$ cat src/hdl/voxel_occupancy_segment_check_assert.svh
// assertion macros shared by the voxel occupancy checker modules
// no dependencies; included by modules that carry concurrent checks
`ifndef VOXEL_OCCUPANCY_SEGMENT_CHECK_ASSERT_SVH
`define VOXEL_OCCUPANCY_SEGMENT_CHECK_ASSERT_SVH

// same-cycle implication
`define VOSC_ASSERT_IMPL(label, clk, rst_n, ante, cons) \
	label: assert property (@(posedge clk) disable iff (!rst_n) (ante) |-> (cons)) \
		else $error("vosc check failed");

// next-cycle implication
`define VOSC_ASSERT_NEXT(label, clk, rst_n, ante, cons) \
	label: assert property (@(posedge clk) disable iff (!rst_n) (ante) |=> (cons)) \
		else $error("vosc check failed");

`endif

$ cat src/hdl/vosc_pkg.sv
// types and constants for the voxel occupancy segment checker
// no dependencies
package vosc_pkg;

	typedef logic signed [31:0] coord_t;
	typedef logic [30:0] scale_t;
	typedef logic [31:0] mag_t;

	typedef enum logic [1:0] {
		FUNC_MARK    = 2'd0,
		FUNC_QUERY   = 2'd1,
		FUNC_SEGMENT = 2'd2,
		FUNC_NONE    = 2'd3
	} func_t;

	typedef enum logic [2:0] {
		CFG_LOWER_X  = 3'd0,
		CFG_LOWER_Y  = 3'd1,
		CFG_LOWER_Z  = 3'd2,
		CFG_UPPER_X  = 3'd3,
		CFG_UPPER_Y  = 3'd4,
		CFG_UPPER_Z  = 3'd5,
		CFG_VOXEL    = 3'd6,
		CFG_INVVOXEL = 3'd7
	} cfg_reg_t;

	localparam coord_t RST_LOWER = 32'sd0;
	localparam coord_t RST_UPPER = 32'sd4194304;
	localparam scale_t RST_SCALE = 31'd65536;

	localparam int QDEPTH = 2;
	localparam int MUL_AW = 34;
	localparam int MUL_BW = 33;

	typedef struct packed {
		coord_t [2:0] lower;
		coord_t [2:0] upper;
		scale_t       voxel_size;
		scale_t       inv_voxel_size;
	} cfg_t;

	typedef struct packed {
		func_t        func;
		logic         drop;
		coord_t [2:0] p1;
		coord_t [2:0] p2;
		mag_t [2:0]   dmag;
		logic [2:0]   dneg;
	} cmd_t;

	typedef struct packed {
		logic full;
		logic empty;
	} qstat_t;

	typedef struct packed {
		logic done;
		logic blocked;
		logic mark_dropped;
		logic steps_capped;
	} res_t;

	typedef enum logic [4:0] {
		ST_CLEAR,
		ST_IDLE,
		ST_SQ_MUL,
		ST_SQ_ACC,
		ST_SQ_SUM,
		ST_SQRT,
		ST_LEN,
		ST_DIV_N,
		ST_N_TAKE,
		ST_DIV_R,
		ST_SAMP_INIT,
		ST_OFF_MUL,
		ST_OFF_TAKE,
		ST_IDX_MUL,
		ST_IDX_TAKE,
		ST_READ,
		ST_CHECK,
		ST_RESULT
	} back_state_t;

endpackage

$ cat src/hdl/vosc_queue.sv
// short command queue between the front and back ends
// depends on vosc_pkg and the assertion macro header
`include "voxel_occupancy_segment_check_assert.svh"
module vosc_queue import vosc_pkg::*; (
	input  logic   clk,
	input  logic   arst_n,
	input  logic   push,
	input  cmd_t   din,
	input  logic   pop,
	output cmd_t   dout,
	output qstat_t stat
);

	localparam int PW = (QDEPTH > 1) ? $clog2(QDEPTH) : 1;
	localparam int CW = $clog2(QDEPTH + 1);

	cmd_t          entry_q [QDEPTH];
	logic [PW-1:0] wr_ptr_q, rd_ptr_q;
	logic [CW-1:0] count_q;

	always_ff @(posedge clk or negedge arst_n) begin
		if (!arst_n) begin
			wr_ptr_q <= '0;
			rd_ptr_q <= '0;
			count_q  <= '0;
		end else begin
			if (push) begin
				wr_ptr_q <= (wr_ptr_q == PW'(QDEPTH - 1)) ? '0 : wr_ptr_q + PW'(1);
			end
			if (pop) begin
				rd_ptr_q <= (rd_ptr_q == PW'(QDEPTH - 1)) ? '0 : rd_ptr_q + PW'(1);
			end
			if (push && !pop) begin
				count_q <= count_q + CW'(1);
			end else if (pop && !push) begin
				count_q <= count_q - CW'(1);
			end
		end
	end

	always_ff @(posedge clk) begin
		if (push) begin
			entry_q[wr_ptr_q] <= din;
		end
	end

	assign dout       = entry_q[rd_ptr_q];
	assign stat.full  = (count_q == CW'(QDEPTH));
	assign stat.empty = (count_q == '0);

	`VOSC_ASSERT_IMPL(a_push_room, clk, arst_n, push, !stat.full)
	`VOSC_ASSERT_IMPL(a_pop_data, clk, arst_n, pop, !stat.empty)
	`VOSC_ASSERT_NEXT(a_push_seen, clk, arst_n, push && !pop, !stat.empty)

endmodule

$ cat config.mk
export PLATFORM = sky130hd
export DESIGN_NAME = vosc_queue
export DESIGN_NICKNAME = d
export VERILOG_FILES = /design/src/hdl/vosc_pkg.sv /design/src/hdl/vosc_queue.sv
export VERILOG_INCLUDE_DIRS = /design/src /design/src/hdl
export SDC_FILE = /design/constraint.sdc
export NUM_CORES = 1
export LEC_CHECK = 0
export BUFFER_PORTS_ARGS = -buffer_cell sky130_fd_sc_hd__buf_2
export CORE_AREA = 2 2 233 235
export DETAILED_ROUTE_END_ITERATION = 6
export DIE_AREA = 0 0 235 237
export SLEW_MARGIN = 10
export SYNTH_ARGS = -nofsm -noshare
export SYNTH_HDL_FRONTEND = slang
export SYNTH_SLANG_ARGS = --single-unit
$ cat constraint.sdc
create_clock -name clk -period 19.23 [get_ports clk]
set_input_delay 3.846 -clock clk [delete_from_list [all_inputs] [get_ports clk]]
set_output_delay 3.846 -clock clk [all_outputs]
set_load 0.05 [all_outputs]
Yosys cells after proc, flatten, opt, wreduce, memory -nomap -nowiden
Memories as Yosys holds them, arrays and structs flattened.
Index checks and enable logic that the tools add are counted.
{"block": "totals", "regBits": 4, "ramBits": 588, "output_inout_bits": 296, "elab_cells": 21, "memories": 1}
{"block": "op_classes", "n_addsub": 4, "n_eq_ne": 1, "n_mux": 6, "reduce_logical": 6}
{"memory": "entry_q", "words": 2, "width": 294, "read_ports": 1, "rd_clocked_by_memory_dff": 0, "wr": 1, "line_no": "vosc_queue.sv:17", "text": "cmd_t entry_q [QDEPTH];"}
{"operator": "two-way mux 1 bit", "count": 4}
{"operator": "two-way mux 2 bit", "count": 2}
{"operator": "adder 1 bit, second input constant", "count": 2}
{"operator": "adder 2 x 1 -> 2 bit, second input constant", "count": 1}
{"operator": "== test 2 bit, second input constant", "count": 1}
{"operator": "logical AND 1 bit", "count": 2}
{"operator": "logical NOT 1 bit", "count": 2}
{"operator": "logical NOT 2 bit", "count": 1}
{"operator": "nonzero test 2 bit", "count": 1}
{"operator": "subtractor 2 x 1 -> 2 bit, second input constant", "count": 1}

Logic depth before layout (Yosys ltp)
{"block": "logic_depth", "word_depth": 4, "ltp_mapped": 5, "mapped_depth_nobuf": 5}

Worst setup path before layout
OpenSTA, ideal clock, no wires.
{"block": "synth_timing", "path_kind": "input-to-reg", "startpoint": "in push", "endpoint": "mem entry_q[0][0] (netlist name) (enable)", "arrival_time_ns": 16.485, "setup_slack_ns": 1.755, "stages": 1, "path_buffers": 0, "path_cell_list": "nor2b_1"}
{"block": "synth_via", "elab_chain_len": 2}
{"element": "start: declaration", "line_no": "vosc_queue.sv:7", "text": "input logic push,"}
{"element": "two-way mux 1 bit", "line_no": "vosc_queue.sv:42", "text": "if (push) begin"}
{"element": "two-way mux 1 bit (implied by the code)", "line_no": "vosc_queue.sv:43", "text": "entry_q[wr_ptr_q] <= din;"}
{"element": "end: declaration", "line_no": "vosc_queue.sv:17"}
Every way passes these cells.

==> impl_metrics.toml <==
[run_status]
status = "complete, no violations"

[yosys]
synth_area_leaders = "edfxtp_1, mux2_2, buf_6"
yosysUniqueCellTypes = 14
syn_avg_cell_area_um2 = 23.17
ys_seq_elements = 592
syn_area_um2 = 21580
synth_top_area_share_pct = 81.84
syn_inst = 931
synth_edf_count = 588
yosysTopAreaCell = "edfxtp_1"
synth_common_cells = "edfxtp_1, mux2_2, buf_6, mux2_4"
ys_warn_count = 0
async_flop_share_pct = 0.6757
yosysSeqAreaShare_pct = 82.30
ys.flop_type = "edfxtp_1"
synth.most_common_cell = "edfxtp_1"
synth_nets = 1230

[layout]
fin_nets = 1862
finalInstanceArea_um2 = 26970
drive_gt1_share_pct = 60.71
fillers = 4417
synthToLayoutAreaGrowth_pct = 25.02
utilization_pct = 50.63

[critical_path]
cpLargestDelayFamily = "buffers and inverters"
critical_path_class = "reg2out"
crit_buf_inv = 3
worstPathCellList = "buf_4, buf_4, mux2_2, buf_2"
cpPeakStageDelay_ps = 910
cp_max_fo = 74
crit_path_end_kind = "output port"
critical_path.slowest_cell = "buf_4"
cp-start-kind = "flop"
cp_data_required_time_ps = 15380
arrival_ps = 3870
crit_top_cell = "buf_4"

[timing]
min_period_ps = 7718
skew_ps = 10.34
rsz0062_at_grt = "no"
worstMarginPinSlew_ps = 1111
finalSetupViolCount = 0
fmax_mhz = 129.6
relSlewSlack_pct = 25.93
fin_crit_sh_pct = 40.14
final_max_slew_viol_count = 0
tns_ps = 0
hold_viol_final = 0

[detailed_routing]
drt-total-wl_um = 50680
route.detailed.drc = 0
wl_per_cell_um = 21.89
drtPass1Iterations = 4
vias = 11020
vias_per_cell = 4.761
postRouteAntennaNets = 0
drtIter0Drc = 733

[die]
die_w_um = 235
rows = 85
die_y_um = 237
io_pins = 594
coreArea_um2 = 53280
start_util_pct = 40.49
die_area_um2 = 55700

[pwr]
p_per_area_nw_per_um2 = 177.0
ir_worst_vdd_mv = 0.1147
p_leak_nw = 10.10

[place]
place.gp.congestion = 0.8573
dp_hpwl_um = 34830
postPlaceCellArea_um2 = 25180
numPortBuffers = 593

[clock_tree]
cts_sinks = 592
numCtsBuffers = 59
clock_latency_ps = 600
postCtsSetupBuffers = 0
cts_root_buf = "clkbuf_16"
clkTransAtPathRegs_ps = 60
ctsHoldBuffers = 0
cts_tree = "done"
cts_buffer_depth = 3
htreeDepth = 2
cts_resized = 0

[global_routing]
grt_remaining_overflow = 0
grt_pass1_wl_um = 73530
grt_max_degree = 149
grt_usage_pct = 17.65
grt_pass1_vias = 11730
antenna_found_initial = 15

[worst_hold_path]
hold_path_class = "reg2reg"

[job]
drv_cap = 0
## worst register-to-register path: stages (launching register included)
cell and delay (ps):
dfrtp_1 430, and2_4 790, buf_4 840, buf_4 790
## path summary, 6_finish.rpt
check	startpoint	to	slack, ps	cells past startpoint
setup / recovery	rd_ptr_q$_DFFE_PN0P_	dout[169]	11510	4
hold reg to reg	count_q[1]$_DFFE_PN0P_	count_q[1]$_DFFE_PN0P_	490	1
max in group asynchronous	arst_n	rd_ptr_q$_DFFE_PN0P_	16020	1
min in group asynchronous	arst_n	wr_ptr_q$_DFFE_PN0P_	3060	1
hold / removal	count_q[1]$_DFFE_PN0P_	count_q[1]$_DFFE_PN0P_	490	1
setup reg to reg	wr_ptr_q$_DFFE_PN0P_	entry_q[1][193]$_DFFE_PP_	15930	3
## routing by layer
| layer | share of wire [%] | vias up | GRT usage (%) |
|---|---|---|---|
| li1 | - | 5007 | - |
| met4 | 2.4 | 8 | 6.291 |
| met3 | 7.3 | 91 | 5.094 |
| met5 | 0.089 | - | 0 |
| met1 | 38 | 5491 | 20.98 |
| met2 | 52 | 425 | 30.61 |
## through the flow
step | hold WS [ps] | std cells | setup WS [ps] | total power (W)
2_1_floorplan | 455.5 | 931 | 1755 | 0.003456
3_3_place_gp | 475.5 | 2198 | 12060 | 0.003751
3_5_place_dp | 493.1 | 2198 | 12050 | 0.003760
4_1_cts | 500.9 | 2302 | 11400 | 0.004832
5_1_grt | 516.8 | 2312 | 11240 | 0.004952
6_report | 494.1 | 2315 | 11510 | 0.004775
## area by class of cell
| type | instances | area, µm² | area share, % |
|---|---|---|---|
| diodes | 13 | 32.53 | 0.1206 |
| clock buffers | 76 | 1583 | 5.868 |
| clock inverters | 28 | 182.7 | 0.6772 |
| inverters | 1 | 3.754 | 0.01392 |
| multi-input cells | 305 | 3478 | 12.89 |
| flip-flops and latches | 592 | 17760 | 65.84 |
| well taps | 696 | 870.8 | 3.228 |
| repair buffers | 604 | 3063 | 11.35 |
## cell usage in the layout, fill, tap and decap left out, drive strengths merged
cell,Yosys,layout
ha,1,1
nor2b,2,2
nor2,2,2
xor2,4,4
bufinv,0,2
dfrtp,4,4
inv,1,1
edfxtp,588,588
and2,1,1
xnor2,1,1
clkbuf,0,76
buf,33,604
mux2,294,294
diode,0,13
clkinvlp,0,4
clkinv,0,22
## cells by family (layout without fill, tap and decap cells)
family        after synthesis  count (layout)  share of synthesized area [%]
mux                       294             294                          15.69
xor+xnor                    5               5                         0.2030
simple gates                5               5                         0.1218
other cells                 0              13                              0
fa+ha+maj                   1               1                        0.05798
flops                     592             592                          82.30
buf+inv                    34             709                          1.624
## state kept, by name, summed over array words and instances (netlist names)
signal	cells
rd_ptr_q	1
wr_ptr_q	1
entry_q	588
count_q	2
## report_power, final
| part | total (W) | internal [W] | switching (W) |
|---|---|---|---|
| combinational | 0.00192 | 0.000502 | 0.00142 |
| clock | 0.00106 | 0.000601 | 0.000456 |
| sequential | 0.00180 | 0.00172 | 0.0000791 |
(Power assumes the default switching activity.)
