--- config.mk ---
export PLATFORM = sky130hd
export DESIGN_NAME = vosc_front
export DESIGN_NICKNAME = d
export VERILOG_FILES = /design/src/hdl/voxel_occupancy_segment_check_assert.svh /design/src/hdl/vosc_pkg.sv /design/src/hdl/vosc_front.sv
export SDC_FILE = /design/constraint.sdc
export NUM_CORES = 1
export LEC_CHECK = 0
export ABC_AREA = 1
export BUFFER_PORTS_ARGS = -buffer_cell sky130_fd_sc_hd__buf_4
export CAP_MARGIN = 20
export CELL_PAD_IN_SITES_DETAIL_PLACEMENT = 1
export CELL_PAD_IN_SITES_GLOBAL_PLACEMENT = 2
export CORE_AREA = 2 2 294 296
export CTS_BUF_LIST = sky130_fd_sc_hd__clkbuf_8
export CTS_CLUSTER_SIZE = 12
export DETAILED_ROUTE_END_ITERATION = 10
export DIE_AREA = 0 0 296 298
export GPL_ROUTABILITY_DRIVEN = 0
export PLACE_DENSITY_LB_ADDON = 0.1
export RECOVER_POWER = 100
export SYNTH_ARGS = -nofsm -noshare
export SYNTH_HDL_FRONTEND = slang
export SYNTH_SLANG_ARGS = --single-unit
--- constraint.sdc ---
create_clock -name clk -period 10.4 [get_ports clk]
set_input_delay 0.52 -clock clk [delete_from_list [all_inputs] [get_ports clk]]
set_output_delay 0.52 -clock clk [all_outputs]
set_load 0.05 [all_outputs]
--- src/hdl/voxel_occupancy_segment_check_assert.svh ---
// assertion macros shared by the voxel occupancy checker modules
// no dependencies; included by modules that carry concurrent checks
`ifndef VOXEL_OCCUPANCY_SEGMENT_CHECK_ASSERT_SVH
`define VOXEL_OCCUPANCY_SEGMENT_CHECK_ASSERT_SVH

// same-cycle implication
`define VOSC_ASSERT_IMPL(label, clk, rst_n, ante, cons) \
	label: assert property (@(posedge clk) disable iff (!rst_n) (ante) |-> (cons)) \
		else $error("vosc check failed");

// next-cycle implication
`define VOSC_ASSERT_NEXT(label, clk, rst_n, ante, cons) \
	label: assert property (@(posedge clk) disable iff (!rst_n) (ante) |=> (cons)) \
		else $error("vosc check failed");

`endif

--- src/hdl/vosc_pkg.sv ---
// types and constants for the voxel occupancy segment checker
// no dependencies
package vosc_pkg;

	typedef logic signed [31:0] coord_t;
	typedef logic [30:0] scale_t;
	typedef logic [31:0] mag_t;

	typedef enum logic [1:0] {
		FUNC_MARK    = 2'd0,
		FUNC_QUERY   = 2'd1,
		FUNC_SEGMENT = 2'd2,
		FUNC_NONE    = 2'd3
	} func_t;

	typedef enum logic [2:0] {
		CFG_LOWER_X  = 3'd0,
		CFG_LOWER_Y  = 3'd1,
		CFG_LOWER_Z  = 3'd2,
		CFG_UPPER_X  = 3'd3,
		CFG_UPPER_Y  = 3'd4,
		CFG_UPPER_Z  = 3'd5,
		CFG_VOXEL    = 3'd6,
		CFG_INVVOXEL = 3'd7
	} cfg_reg_t;

	localparam coord_t RST_LOWER = 32'sd0;
	localparam coord_t RST_UPPER = 32'sd4194304;
	localparam scale_t RST_SCALE = 31'd65536;

	localparam int QDEPTH = 2;
	localparam int MUL_AW = 34;
	localparam int MUL_BW = 33;

	typedef struct packed {
		coord_t [2:0] lower;
		coord_t [2:0] upper;
		scale_t       voxel_size;
		scale_t       inv_voxel_size;
	} cfg_t;

	typedef struct packed {
		func_t        func;
		logic         drop;
		coord_t [2:0] p1;
		coord_t [2:0] p2;
		mag_t [2:0]   dmag;
		logic [2:0]   dneg;
	} cmd_t;

	typedef struct packed {
		logic full;
		logic empty;
	} qstat_t;

	typedef struct packed {
		logic done;
		logic blocked;
		logic mark_dropped;
		logic steps_capped;
	} res_t;

	typedef enum logic [4:0] {
		ST_CLEAR,
		ST_IDLE,
		ST_SQ_MUL,
		ST_SQ_ACC,
		ST_SQ_SUM,
		ST_SQRT,
		ST_LEN,
		ST_DIV_N,
		ST_N_TAKE,
		ST_DIV_R,
		ST_SAMP_INIT,
		ST_OFF_MUL,
		ST_OFF_TAKE,
		ST_IDX_MUL,
		ST_IDX_TAKE,
		ST_READ,
		ST_CHECK,
		ST_RESULT
	} back_state_t;

endpackage

--- src/hdl/vosc_front.sv ---
// front end: takes requests, checks mark bounds, forms segment deltas
// depends on vosc_pkg
module vosc_front import vosc_pkg::*; (
	input  logic         clk,
	input  logic         arst_n,
	input  logic         start,
	input  logic [1:0]   func,
	input  coord_t [2:0] p1,
	input  coord_t [2:0] p2,
	input  cfg_t         cfg,
	input  logic         clearing,
	input  logic         q_full,
	output logic         busy,
	output logic         push,
	output cmd_t         cmd
);

	logic         v_s1;
	logic [1:0]   func_s1;
	coord_t [2:0] p1_s1;
	coord_t [2:0] p2_s1;
	logic         accept;
	logic [2:0]   outside;

	assign busy   = clearing || (v_s1 && q_full);
	assign accept = start && !busy;
	assign push   = v_s1 && !q_full;

	always_ff @(posedge clk or negedge arst_n) begin
		if (!arst_n) begin
			v_s1 <= 1'b0;
		end else if (accept) begin
			v_s1 <= 1'b1;
		end else if (push) begin
			v_s1 <= 1'b0;
		end
	end

	always_ff @(posedge clk) begin
		if (accept) begin
			func_s1 <= func;
			p1_s1   <= p1;
			p2_s1   <= p2;
		end
	end

	always_comb begin
		logic signed [32:0] d;
		logic [32:0]        m;
		cmd.func = func_t'(func_s1);
		cmd.p1   = p1_s1;
		cmd.p2   = p2_s1;
		for (int k = 0; k < 3; k++) begin
			d = {p2_s1[k][31], p2_s1[k]} - {p1_s1[k][31], p1_s1[k]};
			m = d[32] ? 33'(-d) : 33'(d);
			cmd.dneg[k] = d[32];
			cmd.dmag[k] = m[31:0];
			outside[k]  = ($signed(p1_s1[k]) < $signed(cfg.lower[k])) ||
			              ($signed(p1_s1[k]) >= $signed(cfg.upper[k]));
		end
		cmd.drop = |outside;
	end

endmodule

* Yosys cells after proc, flatten, opt, wreduce, memory -nomap -nowiden
Index checks and enable logic that the tools add are counted.
** Cells by class
- Reduce and logical (&&, ||, !) cells :: 11
- $add $sub $neg :: 6
- $lt $le $gt $ge :: 6
- Muxes and demuxes :: 5
** Operators by type and width (number)
- $sub 32x32->33 :: 3
- $ge 32x32->1 :: 3
- $lt 32x32->1 :: 3
- $mux 32 :: 3
- $neg 32->32 :: 3
- $logic_or 1x1->1 :: 4
- $logic_and 1x1->1 :: 3
- $reduce_or 3->1 :: 1
- $logic_not 1->1 :: 2
- $mux 1 :: 2
- $reduce_bool 2->1 :: 1
** Storage, ports and cells
- Bits in registers :: 195
- Input bits :: 453

* Depth between registers and ports, before layout
- Depth after elaboration :: 5
- Depth in mapped cells :: 23
- Depth with buffers taken out :: 23

* Worst setup path before layout
No wires, ideal clock.
- Path type :: input -> register
- Start :: input q_full
- End :: register p2_s1 (netlist bit cmd[100]) (enable)
- Data arrival time :: 9.082 ns
- Path slack :: 0.567 ns
- Data required time :: 9.649 ns
- Buffers on the path :: 0
- Library setup time :: 0.751 ns
- Stages on the path :: 3
- Cell sequence :: nand2_1 > nand2_1 > nor2_1
** On the way
- Longest elaborated chain between the ends :: 4
** Ends and longest elaborated chain
- from (decl) :: line vosc_front.sv:12 : input logic q_full,
- $logic_and 1x1->1 :: line vosc_front.sv:25 : assign busy = clearing || (v_s1 && q_full);
- $logic_or 1x1->1 :: line vosc_front.sv:25
- via busy :: line vosc_front.sv:13 : output logic busy,
- $logic_not 1->1 :: line vosc_front.sv:26 : assign accept = start && !busy;
- $logic_and 1x1->1 :: line vosc_front.sv:26
- via accept :: line vosc_front.sv:22 : logic accept;
- to (signal assigned) :: line vosc_front.sv:43 : p2_s1 <= p2;
- to (decl) :: line vosc_front.sv:21 : coord_t [2:0] p2_s1;
The timed path passes the listed nets, and every way through them passes these cells.
A chain may end at the register's enable or synchronous reset.

* Worst setup path in the final report
- Start :: register v_s1
- End :: register p1_s1 (netlist bit cmd[287]) (enable)
** On the way
- Longest elaborated chain between the ends :: 4
** Ends and longest elaborated chain
- from (decl) :: line vosc_front.sv:18 : logic v_s1;
- from (signal assigned) :: line vosc_front.sv:31 : v_s1 <= 1'b0;
- from (signal assigned) :: line vosc_front.sv:33 : v_s1 <= 1'b1;
- from (signal assigned) :: line vosc_front.sv:35 : v_s1 <= 1'b0;
- $logic_and 1x1->1 :: line vosc_front.sv:25
- $logic_or 1x1->1 :: line vosc_front.sv:25
- $logic_not 1->1 :: line vosc_front.sv:26
- $logic_and 1x1->1 :: line vosc_front.sv:26
- via accept :: line vosc_front.sv:22
- to (signal assigned) :: line vosc_front.sv:42 : p1_s1 <= p1;
- to (decl) :: line vosc_front.sv:20 : coord_t [2:0] p1_s1;
The timed path passes the listed nets, and every way through them passes these cells.

==> out/results.ini <==
[cts]
cts_buffers = 17
clock-sinks = 195
clock-root-buffer = clkbuf_8
cts_htree_levels = 4
clkTransAtPathRegs_ps = 120
cts_resized = 0
cts_tree = done
clk_latency_ps = 650
clockBufferDepth = 2

[die]
start_util_pct = 25.3
ios = 749
core-area_um2 = 84900
die_h_um = 298
dieWidth_um = 296
die_area_um2 = 88200
rows = 107

[sta]
final.period_utilization_pct = 57.8
finalSetupViolCount = 0
rsz0062_at_grt = no
finalCriticalPeriod_ps = 6010
tightest_slew_ps = 3780
drv_slew = 200
fmax_mhz = 166
max_slew_margin_pct = -152
tns_ps = 0
timing_hold_violations_final = 0
fin_worst_skew_ps = 25.6

[finish]
final_cells = 5246
layout-drive-gt1-share_pct = 13.2
synthToLayoutAreaGrowth_pct = 35.9
multi_input_area_um2 = 12700
final-seq-area_um2 = 5850
final_common_cell = nand2_1
final_cell_mix = nand2_1 (996), inv_1 (712), ha_1 (288)
nFillCells = 10960
final_nets = 4832

[logic_synthesis]
synth_top_area_share_pct = 27.2
synthesis.area_um2 = 21400
syn_area_per_cell_um2 = 6.71
synth.distinct_cells = 43
syn-instance-count = 3194
syn_nets = 3938
yosys_warnings = 0
ys_ff_latch = 195
synth_area_leader_cell = edfxtp_1
ys_seq_area_share_pct = 27.3
synth_area_leaders = edfxtp_1 (27%), nand2_1 (17%), ha_1 (17%)

[worst_setup_path]
r2r_start = v_s1$_DFFE_PN0P_
cp.required_ps = 10580
reg2reg_slack_ps = 4390
critical_path_class = flip-flop to flip-flop
critPathCaptureType = flip-flop
rr_endpoint = cmd[287]$_DFFE_PP_
worst_ep_arrival_time_ps = 6190
start_kind = flip-flop
crit_fanout = 61
rr_worst_depth = 5

[pwr]
leakagePower_uw = 0.0154
power.density_nw_per_um2 = 104
fin_total_pwr_uw = 3040
ir_drop_mv = 0.115

[global_routing]
first_global_vias = 24346
grt_antenna_before_repair = 7
grt_pass1_wl_mm = 150
overflow = 0
grt_max_degree = 62
track_usage_pct = 22.9

[worst_hold_path]
whs_endpoint = v_s1$_DFFE_PN0P_
hp-start = clearing
hold_path.class = input port to flip-flop
whs_path_depth = 2

[run_status]
violations = capacitance limit, slew limit
outcome = finished, violations left

[placed_design]
dpl.cell_count = 5022
dp_hpwl_mm = 88.8
portBuffers = 686

[drt]
final_antenna_net_count = 0
wl_per_cell_um = 19.3
drt_pass1_iterations = 4
vias_per_cell = 4.41
via_count = 23144
drt-total-wl_mm = 101
drtIter0Drc = 698
drcViolationCount = 0

[flow_run]
drv_cap = 4

[registers in the layout, indices dropped and copies added, names as in the netlist]
name     cells
cmd        192
func_s1      2
v_s1         1
[worst max-delay path by stage]
stage | endpoint | cells past startpoint | start
6_report | cmd[287]$_DFFE_PP_ | 5 | v_s1$_DFFE_PN0P_
2_1_floorplan | cmd[100]$_DFFE_PP_ | 3 | q_full
4_1_cts | cmd[291] | 10 | cmd[226]$_DFFE_PP_
3_5_place_dp | cmd[291] | 10 | cmd[226]$_DFFE_PP_
3_3_place_gp | cmd[291] | 10 | cmd[226]$_DFFE_PP_
5_1_grt | cmd[287]$_DFFE_PP_ | 5 | v_s1$_DFFE_PN0P_
[metrics by stage]
| step | area (µm²) | worst slack, ps | hold slack [ps] | utilization, % |
|---|---|---|---|---|
| after global placement | 28000 | 5860 | 298 | 33.0 |
| after CTS | 30300 | 4990 | 3.43 | 35.7 |
| final | 29100 | 4390 | 77.3 | 34.3 |
| after floorplan | 21400 | 567 | 224 | - |
| after detailed placement | 28000 | 5770 | 298 | 33.0 |
| after global routing | 29100 | 3830 | 67.5 | 34.3 |
[power breakdown]
group / internal (µW) / total [µW] / switching, µW / leakage [µW]
Sequential: 910 / 958 / 48.0 / 0.00182
Clock: 177 / 541 / 364 / 0.000192
Combinational: 452 / 1540 / 1090 / 0.0133
[cell families (layout without fill, tap and decap cells)]
| kind of cell | count (synthesis) | count (layout) | share of synthesized area [%] |
|---|---|---|---|
| other cells | 0 | 1 | 0 |
| buf+inv | 744 | 1651 | 13.3 |
| fa+ha+maj | 291 | 291 | 17.1 |
| xor+xnor | 70 | 70 | 2.89 |
| simple gates | 1622 | 1622 | 32.3 |
| compound gates | 272 | 272 | 7.12 |
| flops | 195 | 195 | 27.3 |
[cells in the mapped netlist]
cell type	number
a21o_1	1
a21oi_1	159
a21oi_2	10
a31oi_1	3
and2_1	9
buf_2	1
buf_4	2
buf_6	6
dfrtp_1	1
edfxtp_1	194
fa_1	3
ha_1	288
inv_1	709
inv_2	26
nand2_1	987
nand2_2	34
nand2_4	4
nand3_1	189
nand3_2	6
nand3b_1	27
nand4_1	46
nand4_2	1
nor2_1	238
nor2_2	24
nor2_4	5
nor3_1	30
nor3_2	3
nor3b_1	3
nor4_1	11
nor4b_1	1
o211ai_1	8
o21a_1	11
o21ai_0	48
o21ai_1	10
o21ai_2	4
o21bai_1	10
o221ai_1	7
o31ai_2	1
or2_1	2
or2_2	2
xnor2_1	19
xnor2_2	1
xor2_1	50
[what timing repair did]
item / CTS / global route
buffers inserted: 0 / 0
hold buffers: 190 / 0
endpoints found under the hold margin: 190 / 0
[metal layers]
| metal | track usage [%] | wire length, µm | up-vias |
|---|---|---|---|
| met5 | 0 | 61 | - |
| met4 | 6.28 | 2250 | 8 |
| met3 | 5.63 | 6010 | 75 |
| met2 | 39.7 | 49100 | 494 |
| met1 | 27.8 | 44000 | 10712 |
| li1 | - | - | 11855 |
[final cells by class]
type | instances | share of cell area, %
diodes | 1 | 0.00859
clock buffers | 17 | 0.803
clock inverters | 15 | 0.494
inverters | 735 | 9.47
multi-input cells | 2255 | 43.5
flip-flops and latches | 195 | 20.1
well taps | 1144 | 4.91
repair buffers | 884 | 20.7
[critical path, cell delays in order (launching register included)]
cell and delay, ps:
dfrtp_1 400, nand2_1 70, nand2_1 60, nor2_1 150, clkbuf_1 1980, clkbuf_1 2770
Power figures use the tool's default switching activity.
